===== config.mk =====
export PLATFORM = sky130hd
export DESIGN_NAME = touch_swipe_tap_classifier
export DESIGN_NICKNAME = d
export VERILOG_FILES = /design/src/hw/rtl/tsc_pkg.sv /design/src/hw/rtl/tsc_cfg.sv /design/src/hw/rtl/tsc_decode.sv /design/src/hw/rtl/tsc_classify.sv /design/src/hw/rtl/touch_swipe_tap_classifier.sv
export SDC_FILE = /design/constraint.sdc
export NUM_CORES = 1
export LEC_CHECK = 0
export ABC_AREA = 1
export BUFFER_PORTS_ARGS = -buffer_cell sky130_fd_sc_hd__buf_2
export CORE_UTILIZATION = 55
export DETAILED_ROUTE_END_ITERATION = 8
export HOLD_SLACK_MARGIN = 0.12
export PLACE_DENSITY = 0.74
export RECOVER_POWER = 25
export REMOVE_ABC_BUFFERS = 1
export SLEW_MARGIN = 20
export SYNTH_ARGS = -nofsm -noshare
export SYNTH_HDL_FRONTEND = slang
export SYNTH_SLANG_ARGS = --single-unit

===== constraint.sdc =====
create_clock -name clk -period 13.3 [get_ports clk]
set_clock_uncertainty 0.15 [all_clocks]
set_input_delay 0.665 -clock clk [delete_from_list [all_inputs] [get_ports clk]]
set_output_delay 0.665 -clock clk [all_outputs]
set_load 0.05 [all_outputs]

===== src/hw/rtl/tsc_pkg.sv =====
// Shared types and constants for the touch swipe/tap classifier.
// Holds the configuration register map, reset values and event codes.
// No dependencies.
`default_nettype none

package tsc_pkg;

  // Configuration port geometry
  localparam int CFG_IDX_W  = 3;
  localparam int CFG_DATA_W = 16;

  // Register indexes on the configuration port
  typedef enum logic [CFG_IDX_W-1:0] {
    REG_SWIPE_MIN_DISTANCE = 3'd0,
    REG_TAP_MAX_MS         = 3'd1,
    REG_BRIGHTNESS_STEP    = 3'd2,
    REG_BRIGHTNESS_MIN     = 3'd3,
    REG_BRIGHTNESS_MAX     = 3'd4
  } reg_idx_t;

  // Register reset values
  localparam logic [11:0] SWIPE_MIN_DISTANCE_RST = 12'd50;
  localparam logic [15:0] TAP_MAX_MS_RST         = 16'd500;
  localparam logic [6:0]  BRIGHTNESS_STEP_RST    = 7'd10;
  localparam logic [6:0]  BRIGHTNESS_MIN_RST     = 7'd10;
  localparam logic [6:0]  BRIGHTNESS_MAX_RST     = 7'd100;

  // Brightness held after reset
  localparam logic [6:0]  BRIGHTNESS_RST         = 7'd100;

  // Gesture event codes
  typedef enum logic [2:0] {
    EV_NONE     = 3'd0,
    EV_TAP      = 3'd1,
    EV_VOL_UP   = 3'd2,
    EV_VOL_DOWN = 3'd3,
    EV_BRIGHT   = 3'd4
  } gesture_t;

  // Current configuration, fanned out to the classifier
  typedef struct packed {
    logic [11:0] swipe_min_distance;
    logic [15:0] tap_max_ms;
    logic [6:0]  brightness_step;
    logic [6:0]  brightness_min;
    logic [6:0]  brightness_max;
  } cfg_t;

  // Decoded poll, apart from the coordinates
  typedef struct packed {
    logic        pressed;
    logic [31:0] time_ms;
  } poll_t;

endpackage

`default_nettype wire


===== src/hw/rtl/tsc_cfg.sv =====
// Configuration register bank for the touch classifier.
// Plain write port, no read-back. Depends on tsc_pkg.
`default_nettype none

module tsc_cfg (
  input  wire logic                           clk,
  input  wire logic                           rst_n,
  input  wire logic                           cfg_we,
  input  wire logic [tsc_pkg::CFG_IDX_W-1:0]  cfg_index,
  input  wire logic [tsc_pkg::CFG_DATA_W-1:0] cfg_wdata,
  output tsc_pkg::cfg_t                       cfg
);
  import tsc_pkg::*;

  cfg_t cfg_r;

  // Register writes; indexes past the map are dropped
  always_ff @(posedge clk) begin
    if (!rst_n) begin
      cfg_r.swipe_min_distance <= SWIPE_MIN_DISTANCE_RST;
      cfg_r.tap_max_ms         <= TAP_MAX_MS_RST;
      cfg_r.brightness_step    <= BRIGHTNESS_STEP_RST;
      cfg_r.brightness_min     <= BRIGHTNESS_MIN_RST;
      cfg_r.brightness_max     <= BRIGHTNESS_MAX_RST;
    end else if (cfg_we) begin
      unique case (cfg_index)
        REG_SWIPE_MIN_DISTANCE: cfg_r.swipe_min_distance <= cfg_wdata[11:0];
        REG_TAP_MAX_MS:         cfg_r.tap_max_ms         <= cfg_wdata[15:0];
        REG_BRIGHTNESS_STEP:    cfg_r.brightness_step    <= cfg_wdata[6:0];
        REG_BRIGHTNESS_MIN:     cfg_r.brightness_min     <= cfg_wdata[6:0];
        REG_BRIGHTNESS_MAX:     cfg_r.brightness_max     <= cfg_wdata[6:0];
        default: ;
      endcase
    end
  end

  assign cfg = cfg_r;

endmodule

`default_nettype wire


===== src/hw/rtl/tsc_decode.sv =====
// Input stage: decodes the raw poll bytes and holds them in the input register.
// Depends on tsc_pkg.
`default_nettype none

module tsc_decode #(
  parameter int COORD_BITS = 12
) (
  input  wire logic                  clk,
  input  wire logic                  rst_n,
  input  wire logic                  in_tvalid,
  output logic                       in_tready,
  // [7:0] status_byte, [15:8] x_high_byte, [23:16] x_low_byte,
  // [31:24] y_high_byte, [39:32] y_low_byte, [71:40] time_ms
  input  wire logic [71:0]           in_tdata,
  // [0] read_ok
  input  wire logic                  in_tuser,
  input  wire logic                  take,
  output logic                       s1_valid,
  output tsc_pkg::poll_t             s1_poll,
  output logic [COORD_BITS-1:0]      s1_x,
  output logic [COORD_BITS-1:0]      s1_y
);
  import tsc_pkg::*;

  logic                  valid_r;
  poll_t                 poll_r;
  logic [COORD_BITS-1:0] x_r;
  logic [COORD_BITS-1:0] y_r;

  logic                  accept;
  poll_t                 poll_nxt;
  logic [11:0]           x_raw;
  logic [11:0]           y_raw;

  // Free slot, or slot emptying this cycle
  assign in_tready = !valid_r || take;
  assign accept    = in_tvalid && in_tready;

  // Decode: failed read counts as no touch; coordinate is nibble:byte
  always_comb begin
    poll_nxt.pressed = in_tuser && (in_tdata[3:0] != 4'd0);
    poll_nxt.time_ms = in_tdata[71:40];
    x_raw            = {in_tdata[11:8], in_tdata[23:16]};
    y_raw            = {in_tdata[27:24], in_tdata[39:32]};
  end

  // Input register control
  always_ff @(posedge clk) begin
    if (!rst_n) begin
      valid_r <= 1'b0;
    end else if (accept) begin
      valid_r <= 1'b1;
    end else if (take) begin
      valid_r <= 1'b0;
    end
  end

  // Input register payload
  always_ff @(posedge clk) begin
    if (accept) begin
      poll_r <= poll_nxt;
      x_r    <= COORD_BITS'(x_raw);
      y_r    <= COORD_BITS'(y_raw);
    end
  end

  assign s1_valid = valid_r;
  assign s1_poll  = poll_r;
  assign s1_x     = x_r;
  assign s1_y     = y_r;

endmodule

`default_nettype wire


===== src/hw/rtl/tsc_classify.sv =====
// Gesture classifier: press tracking state, swipe/tap decision, brightness
// and the result register. Depends on tsc_pkg.
`default_nettype none

module tsc_classify #(
  parameter int COORD_BITS = 12
) (
  input  wire logic                  clk,
  input  wire logic                  rst_n,
  input  wire tsc_pkg::cfg_t         cfg,
  input  wire logic                  s1_valid,
  input  wire tsc_pkg::poll_t        s1_poll,
  input  wire logic [COORD_BITS-1:0] s1_x,
  input  wire logic [COORD_BITS-1:0] s1_y,
  output logic                       take,
  output logic                       out_tvalid,
  input  wire logic                  out_tready,
  // [2:0] gesture_event, [9:3] brightness_level, [10] touch_active
  output logic [15:0]                out_tdata
);
  import tsc_pkg::*;

  // Compare width covers 3*|d| and the 12-bit threshold
  localparam int CMP_W = (COORD_BITS + 2 > 12) ? COORD_BITS + 2 : 12;

  // Press tracking state
  logic                  was_touched_r, was_touched_nxt;
  logic [COORD_BITS-1:0] start_x_r, start_x_nxt;
  logic [COORD_BITS-1:0] start_y_r, start_y_nxt;
  logic [31:0]           press_time_r, press_time_nxt;
  logic                  swipe_seen_r, swipe_seen_nxt;
  logic [6:0]            brightness_r, brightness_nxt;

  // Result register
  logic                  out_valid_r;
  gesture_t              ev_r, ev_nxt;
  logic [6:0]            level_r;
  logic                  active_r;

  // Motion terms
  logic signed [COORD_BITS:0] dx;
  logic signed [COORD_BITS:0] dy;
  logic [COORD_BITS-1:0]      ax_mag;
  logic [COORD_BITS-1:0]      ay_mag;
  logic [CMP_W-1:0]           ax;
  logic [CMP_W-1:0]           ay;
  logic [CMP_W-1:0]           ax_lim;
  logic [CMP_W-1:0]           ay_lim;
  logic [CMP_W-1:0]           thr;
  logic                       horiz;
  logic                       vert;
  logic signed [8:0]          b_sum;
  logic signed [8:0]          b_hi;
  logic signed [8:0]          b_clamp;
  logic [31:0]                held_ms;
  logic                       is_tap;

  // Item moves on when the result register is free or being drained
  assign take = s1_valid && (!out_valid_r || out_tready);

  // Signed travel from the start point and its 1.5x limits
  always_comb begin
    dx     = $signed({1'b0, s1_x}) - $signed({1'b0, start_x_r});
    dy     = $signed({1'b0, s1_y}) - $signed({1'b0, start_y_r});
    ax_mag = dx[COORD_BITS] ? COORD_BITS'(-dx) : COORD_BITS'(dx);
    ay_mag = dy[COORD_BITS] ? COORD_BITS'(-dy) : COORD_BITS'(dy);
    ax     = CMP_W'(ax_mag);
    ay     = CMP_W'(ay_mag);
    ax_lim = (ax + (ax << 1)) >> 1;
    ay_lim = (ay + (ay << 1)) >> 1;
    thr    = CMP_W'(cfg.swipe_min_distance);
    horiz  = (ax > thr) && (ax > ay_lim);
    vert   = (ay > thr) && (ay > ax_lim);
  end

  // Brightness step and clamp; lower limit wins when limits cross
  always_comb begin
    if (dy[COORD_BITS]) begin
      b_sum = $signed({2'b00, brightness_r}) + $signed({2'b00, cfg.brightness_step});
    end else begin
      b_sum = $signed({2'b00, brightness_r}) - $signed({2'b00, cfg.brightness_step});
    end
    b_hi    = (b_sum > $signed({2'b00, cfg.brightness_max})) ?
              $signed({2'b00, cfg.brightness_max}) : b_sum;
    b_clamp = (b_hi < $signed({2'b00, cfg.brightness_min})) ?
              $signed({2'b00, cfg.brightness_min}) : b_hi;
  end

  // Tap window, modulo 2^32
  assign held_ms = s1_poll.time_ms - press_time_r;
  assign is_tap  = !swipe_seen_r && (held_ms < {16'd0, cfg.tap_max_ms});

  // Next state and event
  always_comb begin
    was_touched_nxt = s1_poll.pressed;
    start_x_nxt     = start_x_r;
    start_y_nxt     = start_y_r;
    press_time_nxt  = press_time_r;
    swipe_seen_nxt  = swipe_seen_r;
    brightness_nxt  = brightness_r;
    ev_nxt          = EV_NONE;
    if (s1_poll.pressed && !was_touched_r) begin
      // press edge: latch start point
      start_x_nxt    = s1_x;
      start_y_nxt    = s1_y;
      press_time_nxt = s1_poll.time_ms;
      swipe_seen_nxt = 1'b0;
    end else if (s1_poll.pressed && !swipe_seen_r) begin
      // held: horizontal test first
      if (horiz) begin
        swipe_seen_nxt = 1'b1;
        ev_nxt         = (dx > 0) ? EV_VOL_UP : EV_VOL_DOWN;
      end else if (vert) begin
        swipe_seen_nxt = 1'b1;
        brightness_nxt = b_clamp[6:0];
        ev_nxt         = EV_BRIGHT;
      end
    end else if (!s1_poll.pressed && was_touched_r) begin
      // release edge
      if (is_tap) begin
        ev_nxt = EV_TAP;
      end
    end
  end

  // State registers
  always_ff @(posedge clk) begin
    if (!rst_n) begin
      was_touched_r <= 1'b0;
      start_x_r     <= '0;
      start_y_r     <= '0;
      press_time_r  <= '0;
      swipe_seen_r  <= 1'b0;
      brightness_r  <= BRIGHTNESS_RST;
    end else if (take) begin
      was_touched_r <= was_touched_nxt;
      start_x_r     <= start_x_nxt;
      start_y_r     <= start_y_nxt;
      press_time_r  <= press_time_nxt;
      swipe_seen_r  <= swipe_seen_nxt;
      brightness_r  <= brightness_nxt;
    end
  end

  // Result register control
  always_ff @(posedge clk) begin
    if (!rst_n) begin
      out_valid_r <= 1'b0;
    end else if (take) begin
      out_valid_r <= 1'b1;
    end else if (out_tready) begin
      out_valid_r <= 1'b0;
    end
  end

  // Result register payload
  always_ff @(posedge clk) begin
    if (take) begin
      ev_r     <= ev_nxt;
      level_r  <= brightness_nxt;
      active_r <= s1_poll.pressed;
    end
  end

  assign out_tvalid = out_valid_r;
  assign out_tdata  = {5'd0, active_r, level_r, ev_r};

endmodule

`default_nettype wire


===== src/hw/rtl/touch_swipe_tap_classifier.sv =====
// Touch swipe/tap classifier, top level.
// Instantiates tsc_cfg, tsc_decode and tsc_classify; depends on tsc_pkg.
//
// Usage:
//   One input transfer is one poll of the touch controller: the five raw
//   report bytes and the timestamp on in_tdata, the read-ok flag on in_tuser.
//   Every poll gives exactly one output transfer carrying the gesture event,
//   the current brightness and the touch-active flag.
//   Configuration is written through cfg_we/cfg_index/cfg_wdata while idle.
//
// Timing:
//   A poll is held in the input register, is classified there and lands in
//   the result register once that register is free or being drained. One
//   poll per cycle is accepted while out_tready stays high; the classify path
//   between the input and result registers is combinational.
//
// Reset (rst_n low, synchronous): both registers empty, press tracking
// cleared, brightness 100, configuration back to its defaults.
// Stall: while out_tready is low the result holds; one further poll may sit
// in the input register, after which in_tready drops.
`default_nettype none

module touch_swipe_tap_classifier #(
  parameter int COORD_BITS = 12
) (
  input  wire logic                           clk,
  input  wire logic                           rst_n,
  input  wire logic                           in_tvalid,
  output logic                                in_tready,
  // [7:0] status_byte, [15:8] x_high_byte, [23:16] x_low_byte,
  // [31:24] y_high_byte, [39:32] y_low_byte, [71:40] time_ms
  input  wire logic [71:0]                    in_tdata,
  // [0] read_ok
  input  wire logic                           in_tuser,
  output logic                                out_tvalid,
  input  wire logic                           out_tready,
  // [2:0] gesture_event, [9:3] brightness_level, [10] touch_active
  output logic [15:0]                         out_tdata,
  input  wire logic                           cfg_we,
  input  wire logic [tsc_pkg::CFG_IDX_W-1:0]  cfg_index,
  input  wire logic [tsc_pkg::CFG_DATA_W-1:0] cfg_wdata
);
  import tsc_pkg::*;

  cfg_t                  cfg;
  logic                  take;
  logic                  s1_valid;
  poll_t                 s1_poll;
  logic [COORD_BITS-1:0] s1_x;
  logic [COORD_BITS-1:0] s1_y;

  tsc_cfg u_cfg (
    .clk       (clk),
    .rst_n     (rst_n),
    .cfg_we    (cfg_we),
    .cfg_index (cfg_index),
    .cfg_wdata (cfg_wdata),
    .cfg       (cfg)
  );

  tsc_decode #(
    .COORD_BITS (COORD_BITS)
  ) u_decode (
    .clk       (clk),
    .rst_n     (rst_n),
    .in_tvalid (in_tvalid),
    .in_tready (in_tready),
    .in_tdata  (in_tdata),
    .in_tuser  (in_tuser),
    .take      (take),
    .s1_valid  (s1_valid),
    .s1_poll   (s1_poll),
    .s1_x      (s1_x),
    .s1_y      (s1_y)
  );

  tsc_classify #(
    .COORD_BITS (COORD_BITS)
  ) u_classify (
    .clk        (clk),
    .rst_n      (rst_n),
    .cfg        (cfg),
    .s1_valid   (s1_valid),
    .s1_poll    (s1_poll),
    .s1_x       (s1_x),
    .s1_y       (s1_y),
    .take       (take),
    .out_tvalid (out_tvalid),
    .out_tready (out_tready),
    .out_tdata  (out_tdata)
  );

endmodule

`default_nettype wire


==> impl_metrics.prom, run 1 <==
# TYPE chip_impl_metric gauge
chip_impl_metric{name="via_per_inst",unit=""} 5.31
chip_impl_metric{name="timing.fmax",unit="MHz"} 153
chip_impl_metric{name="syn2layout_area_growth",unit="%"} 10.2
chip_impl_info{name="violations",value="capacitance limit, slew limit"} 1
chip_impl_info{name="endpoint_kind",value="register"} 1
chip_impl_metric{name="p_per_area",unit="mW/mm^2"} 150
chip_impl_metric{name="max-clock-path-buffers",unit=""} 2
chip_impl_metric{name="routed_wirelength",unit="mm"} 29.4
chip_impl_metric{name="placed_cells_incl_taps",unit=""} 2123
chip_impl_metric{name="cts_buffers",unit=""} 17
chip_impl_metric{name="routedWlPerCell",unit="microns"} 13.7
chip_impl_metric{name="ant_nets",unit=""} 0
chip_impl_info{name="cts_root_buf",value="clkbuf_16"} 1
chip_impl_metric{name="grt_pass1_wl",unit="mm"} 48.9
chip_impl_metric{name="timing.critical_path.slowest_cell_delay",unit="ps"} 720
chip_impl_metric{name="setup_viol",unit=""} 0
chip_impl_metric{name="antenna_violations_before_repair",unit=""} 0
chip_impl_metric{name="synth.avg_cell_area",unit="sq um"} 7.68
chip_impl_info{name="worstHoldPathType",value="in2reg"} 1
chip_impl_metric{name="final_hold_viol_count",unit=""} 0
chip_impl_metric{name="drtPass1Iterations",unit=""} 5
chip_impl_info{name="worstSetupStartpoint",value="u_decode.s1_y[0]"} 1
chip_impl_metric{name="synth-edff-count",unit=""} 68
chip_impl_metric{name="grt_pass1_vias",unit=""} 10700
chip_impl_metric{name="synth_area",unit="sq mm"} 0.0133
chip_impl_metric{name="num_vias",unit=""} 11500
chip_impl_metric{name="min_period_over_period",unit="%"} 49.2
chip_impl_metric{name="leakage",unit="uW"} 0.00681
chip_impl_metric{name="ctsHoldBuffers",unit=""} 0
chip_impl_metric{name="fin_tns_setup",unit="ps"} 0
chip_impl_metric{name="finish.cell_count_without_fillers",unit=""} 2155
chip_impl_metric{name="place.gp.congestion",unit=""} 0.928
chip_impl_info{name="path_class",value="reg2reg"} 1
chip_impl_info{name="status",value="complete, but fails checks"} 1
chip_impl_info{name="critical-path-top-cell-by-count",value="a21oi_1"} 1
chip_impl_info{name="r2r_end",value="u_classify.level_r[5]"} 1
chip_impl_info{name="critPathCapture",value="u_classify.level_r[5]"} 1
chip_impl_metric{name="critPathMaxFanout",unit=""} 21
chip_impl_metric{name="hpwl_reported_at_the_end_of_detailed_placement",unit="mm"} 22.5
chip_impl_metric{name="n_antenna_cell",unit=""} 0
chip_impl_metric{name="cp_data_required_time",unit="ps"} 13360
chip_impl_metric{name="groute.usage.overall",unit="%"} 24.6
chip_impl_metric{name="worst_skew_pair_later_pin_latency",unit="ps"} 450
chip_impl_metric{name="worst_ir_drop_vdd",unit="uV"} 89.1
chip_impl_metric{name="die-width",unit="microns"} 158
chip_impl_metric{name="worst_slew_margin_rel",unit="%"} -121
chip_impl_metric{name="buffer_ports.inserted",unit=""} 97
chip_impl_metric{name="htreeDepth",unit=""} 4
chip_impl_metric{name="synth_register_bits",unit=""} 184
chip_impl_metric{name="placed_cell_area",unit="sq mm"} 0.0141
chip_impl_metric{name="fillCellCount",unit=""} 2128
chip_impl_metric{name="floorplan.die.height",unit="microns"} 158
chip_impl_metric{name="first_iter_violations",unit=""} 664
chip_impl_metric{name="worst-r2r-cell-count",unit=""} 32
chip_impl_metric{name="finish.net_count",unit=""} 2096
chip_impl_metric{name="yosysWarningCount",unit=""} 0
chip_impl_info{name="r2r-start",value="u_decode.s1_y[0]"} 1
chip_impl_metric{name="max_cap_viols",unit=""} 1
chip_impl_info{name="grt_setup_unrepaired",value="false"} 1
chip_impl_metric{name="clk_pin_slew_worst_paths",unit="ps"} 90
chip_impl_metric{name="grt_overflow",unit=""} 0
chip_impl_info{name="tritoncts_clock_tree",value="done"} 1
chip_impl_metric{name="row_count",unit=""} 56
chip_impl_metric{name="synth-async-reset-ratio",unit="%"} 0
chip_impl_metric{name="fin_area",unit="sq mm"} 0.0147
chip_impl_metric{name="r2r_setup_slack",unit="ps"} 6750
chip_impl_metric{name="synthCells",unit=""} 1737
chip_impl_metric{name="design.portCount",unit=""} 115
chip_impl_metric{name="cts_setup_buffers",unit=""} 0
chip_impl_metric{name="cp.arrival",unit="ps"} 6610
chip_impl_metric{name="final_layout_size_suffix_gt1_share",unit="%"} 10.8
chip_impl_metric{name="drc",unit=""} 0
chip_impl_metric{name="cts.sink_count",unit=""} 184
chip_impl_metric{name="final_period_minus_worst_setup_slack",unit="ps"} 6550
chip_impl_metric{name="initial_core_utilization",unit="%"} 56.5
chip_impl_info{name="critical_path.startpoint_type",value="register"} 1
chip_impl_metric{name="grt_start_max_net_pins",unit=""} 104
chip_impl_metric{name="post_cts_resize_count",unit=""} 0
chip_impl_info{name="yosys_most_used_dff",value="dfxtp_1"} 1
chip_impl_metric{name="timing_max_transition_violations_final",unit=""} 58
chip_impl_info{name="critical_path.slowest_cell",value="and3_1"} 1
chip_impl_metric{name="die-area",unit="sq mm"} 0.0249
chip_impl_metric{name="yosys.cell_types.count",unit=""} 53
chip_impl_metric{name="fraction_of_the_yosys_area_taken_by_sequential_cells",unit="%"} 32.7
chip_impl_metric{name="core_region_area",unit="sq mm"} 0.0236
chip_impl_metric{name="worst_tran_pin_value",unit="ps"} 3310
==> through the flow <==
step / worst slack (ps) / hold WS [ps] / util, % / power, uW
2_1_floorplan: 7900 / 283 / - / 1460
5_1_grt: 6170 / 216 / 62.2 / 2390
4_1_cts: 6780 / 222 / 62.2 / 2200
3_5_place_dp: 6810 / 301 / 59.7 / 1670
3_3_place_gp: 6950 / 293 / 59.7 / 1640
6_report: 6750 / 230 / 62.2 / 2200
==> per-layer routing <==
metal	track usage, %	vias up	part of all wire (%)
li1	-	5990	-
met1	31.3	5190	47
met2	43.0	235	47
met3	3.67	37	4.2
met4	6.80	0	1.7
met5	0	-	0
==> cell usage in the layout (no fill, tap or decap), drive strengths merged, types with 4 or more instances in the layout <==
cell type  synthesis  routed
dfxtp            116     116
o21ai            148     148
o21a               4       4
a21boi             4       4
nor2             120     120
a21oi            209     209
ha               169     169
o221ai             4       4
xnor2             28      28
nor4               7       7
conb               1       5
nor3               9       9
and2               4       4
clkinv             2       9
nand4             19      19
o211ai            20      20
o21bai             9       9
a211oi             7       7
a21o               7       7
edfxtp            68      68
nand3             91      91
nand2            323     323
nand3b             6       6
fa                 7       7
clkbuf            28      18
inv              263     268
xor2              43      43
buf               10     100
==> final cells by class <==
cell class / count / area (sq um) / area share (%)
Multi-Input combinational cell: 1254 / 7810 / 53.2
Sequential cell: 184 / 4360 / 29.7
Inverter: 265 / 1000 / 6.80
Timing Repair Buffer: 101 / 512 / 3.48
Clock buffer: 17 / 425 / 2.90
Tap cell: 319 / 399 / 2.72
Clock inverter: 15 / 181 / 1.23
==> cell usage after synthesis (22+ instances only) <==
| library cell | number | area, sq um |
|---|---|---|
| a21oi_1 | 205 | 1030 |
| clkbuf_1 | 28 | 105 |
| dfxtp_1 | 116 | 2320 |
| edfxtp_1 | 68 | 2040 |
| ha_1 | 169 | 2110 |
| inv_1 | 255 | 957 |
| nand2_1 | 298 | 1120 |
| nand2_2 | 22 | 138 |
| nand3_1 | 78 | 390 |
| nor2_1 | 113 | 424 |
| o21ai_0 | 145 | 726 |
| xnor2_1 | 26 | 228 |
| xor2_1 | 42 | 368 |
==> kinds of logic after synthesis <==
| kind of cell | synth area share (%) |
|---|---|
| xor+xnor | 4.83 |
| compound gates | 17.2 |
| other cells | 0.0281 |
| buf+inv | 8.78 |
| simple gates | 19.4 |
| fa+ha+maj | 16.9 |
| flops | 32.7 |
| mux | 0.0751 |
==> state kept, by name, summed over array words and instances, names as in the netlist <==
name / flops
u_classify.active_r: 1
u_classify.start_x_r: 12
u_classify.press_time_r: 32
u_cfg.cfg: 49
u_classify.out_tvalid: 1
u_decode.s1_x: 12
u_classify.start_y_r: 12
u_decode.s1_y: 12
u_classify.ev_r: 3
u_classify.level_r: 7
u_classify.swipe_seen_r: 1
u_classify.brightness_r: 7
u_classify.was_touched_r: 1
u_decode.s1_poll: 33
u_decode.s1_valid: 1
==> power by group <==
part | internal, uW | leakage, uW | switching [uW]
sequential | 616 | 0.00161 | 14.0
combinational | 402 | 0.00492 | 648
clock | 269 | 0.000290 | 252
total | 1290 | 0.00681 | 914
==> how the worst min path moves through the flow <==
stage                                      startpoint                     endpoint  slack [ps]  depth (start not counted)
after CTS                                in_tdata[66]         u_decode.s1_poll[26]         220                          1
after floorplan           u_classify.press_time_r[10]  u_classify.press_time_r[10]         280                          2
after detailed placement      u_classify.start_y_r[4]      u_classify.start_y_r[4]         300                          2
after global placement    u_classify.press_time_r[20]  u_classify.press_time_r[20]         290                          2
final                                    in_tdata[71]         u_decode.s1_poll[31]         230                          1
after global routing                     in_tdata[66]         u_decode.s1_poll[26]         220                          1
==> critical path: cells and delay by family (launching register included) <==
family	cells	cell delay (ps)
simple gates	14	2290
compound gates	8	1330
fa+ha+maj	4	1250
buf+inv	4	580
flops	1	370
xor+xnor	2	320
Power figures use the tool's default switching activity.
==> run 2, diff against run 1 <==
==> constraint.sdc (replaced) <==
create_clock -name clk -period 6.4 [get_ports clk]
set_clock_uncertainty 0.15 [all_clocks]
set_input_delay 0.32 -clock clk [delete_from_list [all_inputs] [get_ports clk]]
set_output_delay 0.32 -clock clk [all_outputs]
set_load 0.05 [all_outputs]
==> run 2 against run 1 <==
  * The flow now finishes without violations
  * Utilization up 3.4 points
  * Power rose by 110%
  * First-iteration DRC count shrank 1.8%
  * Hold slack worse by 37 ps
  * Design area up 5.5%
  * Sequential share of layout area shrank 1.5 points
  * Critical path type unchanged
  * Critical endpoint unchanged
==> impl_metrics.prom, run 2 (synthesis results as in run 1) <==
# TYPE chip_impl_metric gauge
chip_impl_info{name="status",value="finished, final reports clean"} 1
chip_impl_info{name="r2r-start",value="u_decode.s1_x[0]"} 1
chip_impl_metric{name="setup_viol",unit=""} 0
chip_impl_metric{name="place.gp.congestion",unit=""} 0.893
chip_impl_metric{name="final_layout_size_suffix_gt1_share",unit="%"} 10.1
chip_impl_metric{name="fillCellCount",unit=""} 2121
chip_impl_metric{name="syn2layout_area_growth",unit="%"} 16.3
chip_impl_metric{name="buffer_ports.inserted",unit=""} 97
chip_impl_metric{name="cts_setup_buffers",unit=""} 0
chip_impl_metric{name="worst_skew_pair_later_pin_latency",unit="ps"} 450
chip_impl_metric{name="worst-r2r-cell-count",unit=""} 30
chip_impl_metric{name="leakage",unit="uW"} 0.00713
chip_impl_metric{name="timing.critical_path.slowest_cell_delay",unit="ps"} 580
chip_impl_metric{name="fin_area",unit="sq mm"} 0.0155
chip_impl_metric{name="clk_pin_slew_worst_paths",unit="ps"} 80
chip_impl_metric{name="grt_overflow",unit=""} 0
chip_impl_metric{name="drtPass1Iterations",unit=""} 5
chip_impl_metric{name="p_int",unit="uW"} 2730
chip_impl_metric{name="first_iter_violations",unit=""} 652
chip_impl_metric{name="worst_ir_drop_vdd",unit="uV"} 154
chip_impl_metric{name="initial_core_utilization",unit="%"} 56.5
chip_impl_metric{name="fin_tns_setup",unit="ps"} 0
chip_impl_metric{name="antenna_violations_before_repair",unit=""} 0
chip_impl_metric{name="switching_share",unit="%"} 41.3
chip_impl_metric{name="groute.usage.overall",unit="%"} 25.8
chip_impl_info{name="cts_root_buf",value="clkbuf_16"} 1
chip_impl_metric{name="final_period_minus_worst_setup_slack",unit="ps"} 5870
chip_impl_metric{name="via_per_inst",unit=""} 5.25
chip_impl_metric{name="r2r_setup_slack",unit="ps"} 530
chip_impl_metric{name="p_clk_share",unit="%"} 23.6
chip_impl_info{name="grt_setup_unrepaired",value="false"} 1
chip_impl_metric{name="min_period_over_period",unit="%"} 91.6
chip_impl_metric{name="die-area",unit="sq mm"} 0.0249
chip_impl_metric{name="grt_start_max_net_pins",unit=""} 104
chip_impl_metric{name="critPathMaxFanout",unit=""} 9
chip_impl_metric{name="cp_data_required_time",unit="ps"} 6460
chip_impl_metric{name="cp.arrival",unit="ps"} 5920
chip_impl_info{name="tritoncts_clock_tree",value="done"} 1
chip_impl_metric{name="routedWlPerCell",unit="microns"} 13.9
chip_impl_metric{name="ant_nets",unit=""} 0
chip_impl_metric{name="drc",unit=""} 0
chip_impl_metric{name="grt_pass1_wl",unit="mm"} 51.0
chip_impl_metric{name="p_switching",unit="uW"} 1920
chip_impl_info{name="critical_path.slowest_cell",value="nor4_1"} 1
chip_impl_info{name="critPathCapture",value="u_classify.level_r[5]"} 1
chip_impl_metric{name="timing_max_transition_violations_final",unit=""} 0
chip_impl_metric{name="power",unit="uW"} 4650
chip_impl_metric{name="design.portCount",unit=""} 115
chip_impl_metric{name="max-clock-path-buffers",unit=""} 2
chip_impl_metric{name="worst_tran_pin_value",unit="ps"} 999
chip_impl_metric{name="grt_pass1_vias",unit=""} 11100
chip_impl_metric{name="cts_buffers",unit=""} 17
chip_impl_info{name="path_class",value="reg2reg"} 1
chip_impl_metric{name="row_count",unit=""} 56
chip_impl_metric{name="floorplan.die.height",unit="microns"} 158
chip_impl_metric{name="finish.net_count",unit=""} 2174
chip_impl_metric{name="final_hold_viol_count",unit=""} 0
chip_impl_metric{name="sequentialPowerShare",unit="%"} 28.1
chip_impl_metric{name="worst_slew_margin_rel",unit="%"} 32.8
chip_impl_metric{name="cts.sink_count",unit=""} 184
chip_impl_metric{name="n_antenna_cell",unit=""} 0
chip_impl_metric{name="combinationalPowerShare",unit="%"} 48.3
chip_impl_info{name="mostFrequentLayoutCells",value="nand2_1 (297), inv_1 (253), a21oi_1 (204)"} 1
chip_impl_metric{name="routed_wirelength",unit="mm"} 30.9
chip_impl_metric{name="timing.hold.worst_path_depth",unit=""} 3
chip_impl_metric{name="p_per_area",unit="mW/mm^2"} 300
chip_impl_metric{name="hpwl_reported_at_the_end_of_detailed_placement",unit="mm"} 22.8
chip_impl_info{name="critical-path-top-cell-by-count",value="nand2_1"} 1
chip_impl_metric{name="placed_cell_area",unit="sq mm"} 0.0141
chip_impl_metric{name="die-width",unit="microns"} 158
chip_impl_metric{name="timing.fmax",unit="MHz"} 170
chip_impl_metric{name="htreeDepth",unit=""} 4
chip_impl_info{name="worstHoldPathType",value="in2reg"} 1
chip_impl_info{name="r2r_end",value="u_classify.level_r[5]"} 1
chip_impl_info{name="endpoint_kind",value="register"} 1
chip_impl_info{name="layout.cells.most_common",value="nand2_1"} 1
chip_impl_metric{name="largest_reg_flops",unit=""} 49
chip_impl_metric{name="num_vias",unit=""} 11700
chip_impl_info{name="critical_path.startpoint_type",value="register"} 1
chip_impl_metric{name="core_region_area",unit="sq mm"} 0.0236
chip_impl_metric{name="max_cap_viols",unit=""} 0
chip_impl_info{name="worstSetupStartpoint",value="u_decode.s1_x[0]"} 1
## run 2: worst max-delay path: cells and delay by family (launching register included)
kind	cells	cell delay, ps
AND/OR/NAND/NOR	15	2040
adder cells (fa/ha/maj)	5	1700
AO/OA/AOI/OAI	6	960
flip-flops	1	330
buffers and inverters	3	330
XOR/XNOR	1	100
## run 2: what timing repair did
item,4_1_cts,5_1_grt
endpoints found under the hold margin,93,0
endpoints found under the setup margin,0,17
resized for setup,0,8
hold buffers,77,0
## run 2: stage by stage
step / instances / hold slack [ps] / setup slack, ps / util [%]
after floorplan: 1703 / 269 / 998 / -
after CTS: 2233 / 159 / 436 / 65.6
after global routing: 2233 / 201 / 24.7 / 65.6
final: 2233 / 193 / 535 / 65.6
after detailed placement: 2124 / 301 / 467 / 59.7
after global placement: 2124 / 293 / 537 / 59.7
## run 2: worst min-delay path by stage
stage / startpoint / end / slack [ps]
3_3_place_gp: u_classify.press_time_r[23] / u_classify.press_time_r[23] / 290
3_5_place_dp: u_classify.press_time_r[15] / u_classify.press_time_r[15] / 300
2_1_floorplan: rst_n / u_cfg.cfg[15] / 270
6_report: cfg_index[2] / u_cfg.cfg[17] / 190
4_1_cts: cfg_index[2] / u_cfg.cfg[17] / 160
5_1_grt: cfg_index[2] / u_cfg.cfg[17] / 200
## run 2: cell type report
cell class | count | area, sq um | area share [%]
Inverter | 265 | 1000 | 6.45
Clock inverter | 14 | 180 | 1.16
Clock buffer | 18 | 439 | 2.83
Multi-Input combinational cell | 1254 | 7830 | 50.5
Timing Repair Buffer | 179 | 1290 | 8.31
Tap cell | 319 | 399 | 2.57
Sequential cell | 184 | 4360 | 28.2
## run 2: power by group through the flow
stage	logic [uW]	registers, uW	clock network [uW]
after global routing	2570	1310	1150
final	2240	1310	1100
after CTS	2220	1310	1110
after global placement	2090	1330	0
after detailed placement	2160	1330	0
after floorplan	1690	1340	0
## run 2: layer usage
metal / GRT usage [%] / share of wire (%) / up-vias / routed length, microns
li1: - / - / 6147 / -
met1: 33.1 / 47 / 5354 / 14500
met2: 45.4 / 48 / 185 / 14900
met3: 2.93 / 2.9 / 41 / 905
met4: 7.44 / 1.8 / 0 / 556
met5: 0 / 0 / - / 0
==> run 3, diff against run 2 <==
--- a/config.mk
+++ b/config.mk
@@ -10,7 +10,7 @@
 export CORE_UTILIZATION = 55
 export DETAILED_ROUTE_END_ITERATION = 8
 export HOLD_SLACK_MARGIN = 0.12
-export PLACE_DENSITY = 0.74
+export PLACE_DENSITY_LB_ADDON = 0.12
 export RECOVER_POWER = 25
 export REMOVE_ABC_BUFFERS = 1
 export SLEW_MARGIN = 20
==> run 3 against run 2 <==
  * First-iteration DRC count shrank 9.0%
  * Register-to-register slack got worse by 110 ps
  * Critical path depth rose by 2
  * Clock power is 5% lower
  * Maximum frequency down 1.9%
  * Cell count barely moved
  * Setup slack lost 110 ps
  * Via count down 1.4%
  * Critical endpoint unchanged
  * Largest power group unchanged
==> impl_metrics.prom, run 3 (synthesis results as in run 1) <==
# TYPE chip_impl_metric gauge
chip_impl_metric{name="p_clk_share",unit="%"} 22.7
chip_impl_info{name="r2r-start",value="u_decode.s1_x[0]"} 1
chip_impl_metric{name="placed_cells_incl_taps",unit=""} 2126
chip_impl_metric{name="timing_max_transition_violations_final",unit=""} 0
chip_impl_metric{name="combinationalPowerShare",unit="%"} 48.8
chip_impl_metric{name="p_per_area",unit="mW/mm^2"} 296
chip_impl_info{name="layout.cells.most_common",value="nand2_1"} 1
chip_impl_info{name="worstHoldPathType",value="in2reg"} 1
chip_impl_metric{name="fin_area",unit="sq mm"} 0.0155
chip_impl_metric{name="worst_ir_drop_vdd",unit="uV"} 213
chip_impl_metric{name="ant_nets",unit=""} 0
chip_impl_metric{name="fin_tns_setup",unit="ps"} 0
chip_impl_metric{name="setup_viol",unit=""} 0
chip_impl_metric{name="placed_cell_area",unit="sq mm"} 0.0141
chip_impl_info{name="critical_path.startpoint_type",value="register"} 1
chip_impl_metric{name="drtPass1Iterations",unit=""} 5
chip_impl_metric{name="htreeDepth",unit=""} 4
chip_impl_metric{name="design.portCount",unit=""} 115
chip_impl_metric{name="worst_skew_pair_later_pin_latency",unit="ps"} 450
chip_impl_metric{name="leakage",unit="uW"} 0.00713
chip_impl_metric{name="worst-r2r-cell-count",unit=""} 32
chip_impl_info{name="hold_path.startpoint",value="cfg_index[2]"} 1
chip_impl_metric{name="routed_wirelength",unit="mm"} 30.7
chip_impl_metric{name="cts.sink_count",unit=""} 184
chip_impl_metric{name="finish.net_count",unit=""} 2175
chip_impl_metric{name="p_int",unit="uW"} 2670
chip_impl_metric{name="place.gp.congestion",unit=""} 0.902
chip_impl_metric{name="grt_overflow",unit=""} 0
chip_impl_info{name="r2r_end",value="u_classify.level_r[5]"} 1
chip_impl_metric{name="worst_slew_margin_rel",unit="%"} 38.4
chip_impl_metric{name="via_per_inst",unit=""} 5.17
chip_impl_metric{name="routedWlPerCell",unit="microns"} 13.7
chip_impl_metric{name="row_count",unit=""} 56
chip_impl_metric{name="p_switching",unit="uW"} 1910
chip_impl_metric{name="cts_setup_buffers",unit=""} 0
chip_impl_metric{name="n_antenna_cell",unit=""} 0
chip_impl_metric{name="r2r_setup_slack",unit="ps"} 420
chip_impl_metric{name="min_period_over_period",unit="%"} 93.4
chip_impl_metric{name="drc",unit=""} 0
chip_impl_metric{name="cts_buffers",unit=""} 17
chip_impl_metric{name="timing.critical_path.slowest_cell_delay",unit="ps"} 730
chip_impl_metric{name="buffer_ports.inserted",unit=""} 97
chip_impl_metric{name="timing.fmax",unit="MHz"} 167
chip_impl_metric{name="post-route-util",unit="%"} 65.4
chip_impl_metric{name="first_iter_violations",unit=""} 593
chip_impl_info{name="cts_root_buf",value="clkbuf_16"} 1
chip_impl_metric{name="timing.hold.worst_path_depth",unit=""} 3
chip_impl_metric{name="die-width",unit="microns"} 158
chip_impl_metric{name="core_region_area",unit="sq mm"} 0.0236
chip_impl_info{name="timing.hold.worst_endpoint",value="u_cfg.cfg[17]"} 1
chip_impl_info{name="path_class",value="reg2reg"} 1
chip_impl_metric{name="max_cap_viols",unit=""} 0
chip_impl_metric{name="groute.usage.overall",unit="%"} 25.5
chip_impl_info{name="tritoncts_clock_tree",value="done"} 1
chip_impl_metric{name="cp.arrival",unit="ps"} 6040
chip_impl_metric{name="sequentialPowerShare",unit="%"} 28.6
chip_impl_metric{name="final_period_minus_worst_setup_slack",unit="ps"} 5980
chip_impl_info{name="mostFrequentLayoutCells",value="nand2_1 (297), inv_1 (253), a21oi_1 (205)"} 1
chip_impl_metric{name="critPathMaxFanout",unit=""} 9
chip_impl_metric{name="hpwl_reported_at_the_end_of_detailed_placement",unit="mm"} 22.9
chip_impl_metric{name="syn2layout_area_growth",unit="%"} 15.9
chip_impl_metric{name="grt_pass1_vias",unit=""} 10800
chip_impl_info{name="grt_setup_unrepaired",value="false"} 1
chip_impl_metric{name="final_hold_viol_count",unit=""} 0
chip_impl_metric{name="floorplan.die.height",unit="microns"} 158
chip_impl_metric{name="cp_data_required_time",unit="ps"} 6460
chip_impl_metric{name="initial_core_utilization",unit="%"} 56.5
chip_impl_info{name="endpoint_kind",value="register"} 1
chip_impl_metric{name="final_layout_size_suffix_gt1_share",unit="%"} 10.3
chip_impl_metric{name="die-area",unit="sq mm"} 0.0249
chip_impl_metric{name="critical_path_buf_inv_count",unit=""} 5
chip_impl_info{name="critical_path.slowest_cell",value="o21ai_0"} 1
chip_impl_metric{name="clk_pin_slew_worst_paths",unit="ps"} 80
chip_impl_info{name="timing.critical_path.max_delay_family",value="compound AO/OA/AOI/OAI gates"} 1
chip_impl_metric{name="switching_share",unit="%"} 41.7
chip_impl_metric{name="largest_reg_flops",unit=""} 49
chip_impl_metric{name="finish.cell_count_without_fillers",unit=""} 2234
chip_impl_metric{name="num_vias",unit=""} 11600
chip_impl_metric{name="antenna_violations_before_repair",unit=""} 0
chip_impl_metric{name="grt_start_max_net_pins",unit=""} 104
chip_impl_metric{name="grt_pass1_wl",unit="mm"} 50.2
chip_impl_metric{name="worst_tran_pin_value",unit="ps"} 924
chip_impl_metric{name="max-clock-path-buffers",unit=""} 2
chip_impl_info{name="status",value="finished, final reports clean"} 1
## run 3: metal layers
layer | part of all wire, % | vias to the layer above | global-route usage, %
met5 | 0 | - | 0
met4 | 1.2 | 0 | 6.24
met3 | 3.5 | 28 | 3.15
met2 | 48 | 210 | 44.8
met1 | 47 | 5167 | 32.9
li1 | - | 6154 | -
## run 3: timing repair
action | CTS | global route
endpoints found under the setup margin | 0 | 8
hold buffers | 76 | 0
gates resized for setup | 0 | 3
endpoints found under the hold margin | 96 | 0
## run 3: final cells by class
type,instances,area [sq um]
clock buffer,18,439
multi-input combinational,1254,7820
tap,319,399
fill,2073,8160
clock inverter,14,139
timing repair buffer,180,1290
inverter,265,1000
sequential,184,4360
## run 3: how the worst max path moves through the flow
stage                       endpoint  slack (ps)  depth (start not counted)              from
3_5_place_dp   u_classify.level_r[5]         410                         34  u_decode.s1_y[0]
5_1_grt        u_classify.level_r[5]          20                         32  u_decode.s1_x[0]
2_1_floorplan  u_classify.level_r[2]        1000                         32  u_decode.s1_y[0]
3_3_place_gp   u_classify.level_r[5]         530                         30  u_decode.s1_y[0]
4_1_cts        u_classify.level_r[5]         410                         34  u_decode.s1_y[0]
6_report       u_classify.level_r[5]         420                         32  u_decode.s1_x[0]
## run 3: worst register-to-register path: cells and delay by family, from the launching register on
kind | cells | cell delay, ps
adders and majority gates | 4 | 1330
and+or+nand+nor | 14 | 1300
xor gates and xnor gates | 1 | 140
DFF | 1 | 330
AOI/OAI and AO/OA | 8 | 2020
buffers and inverters | 5 | 470
## run 3: power groups by stage
stage	clock network [uW]	registers, uW	logic, uW
6_report	1040	1310	2230
5_1_grt	1100	1310	2550
4_1_cts	1060	1310	2210
3_5_place_dp	0	1330	2160
3_3_place_gp	0	1330	2110
2_1_floorplan	0	1340	1690
## run 3: metrics by stage
| stage | total power [uW] | setup slack [ps] | hold WS [ps] |
|---|---|---|---|
| 3_3_place_gp | 3440 | 529 | 293 |
| 5_1_grt | 4960 | 16.2 | 134 |
| 3_5_place_dp | 3490 | 414 | 301 |
| 6_report | 4580 | 420 | 118 |
| 2_1_floorplan | 3030 | 998 | 269 |
| 4_1_cts | 4580 | 409 | 169 |
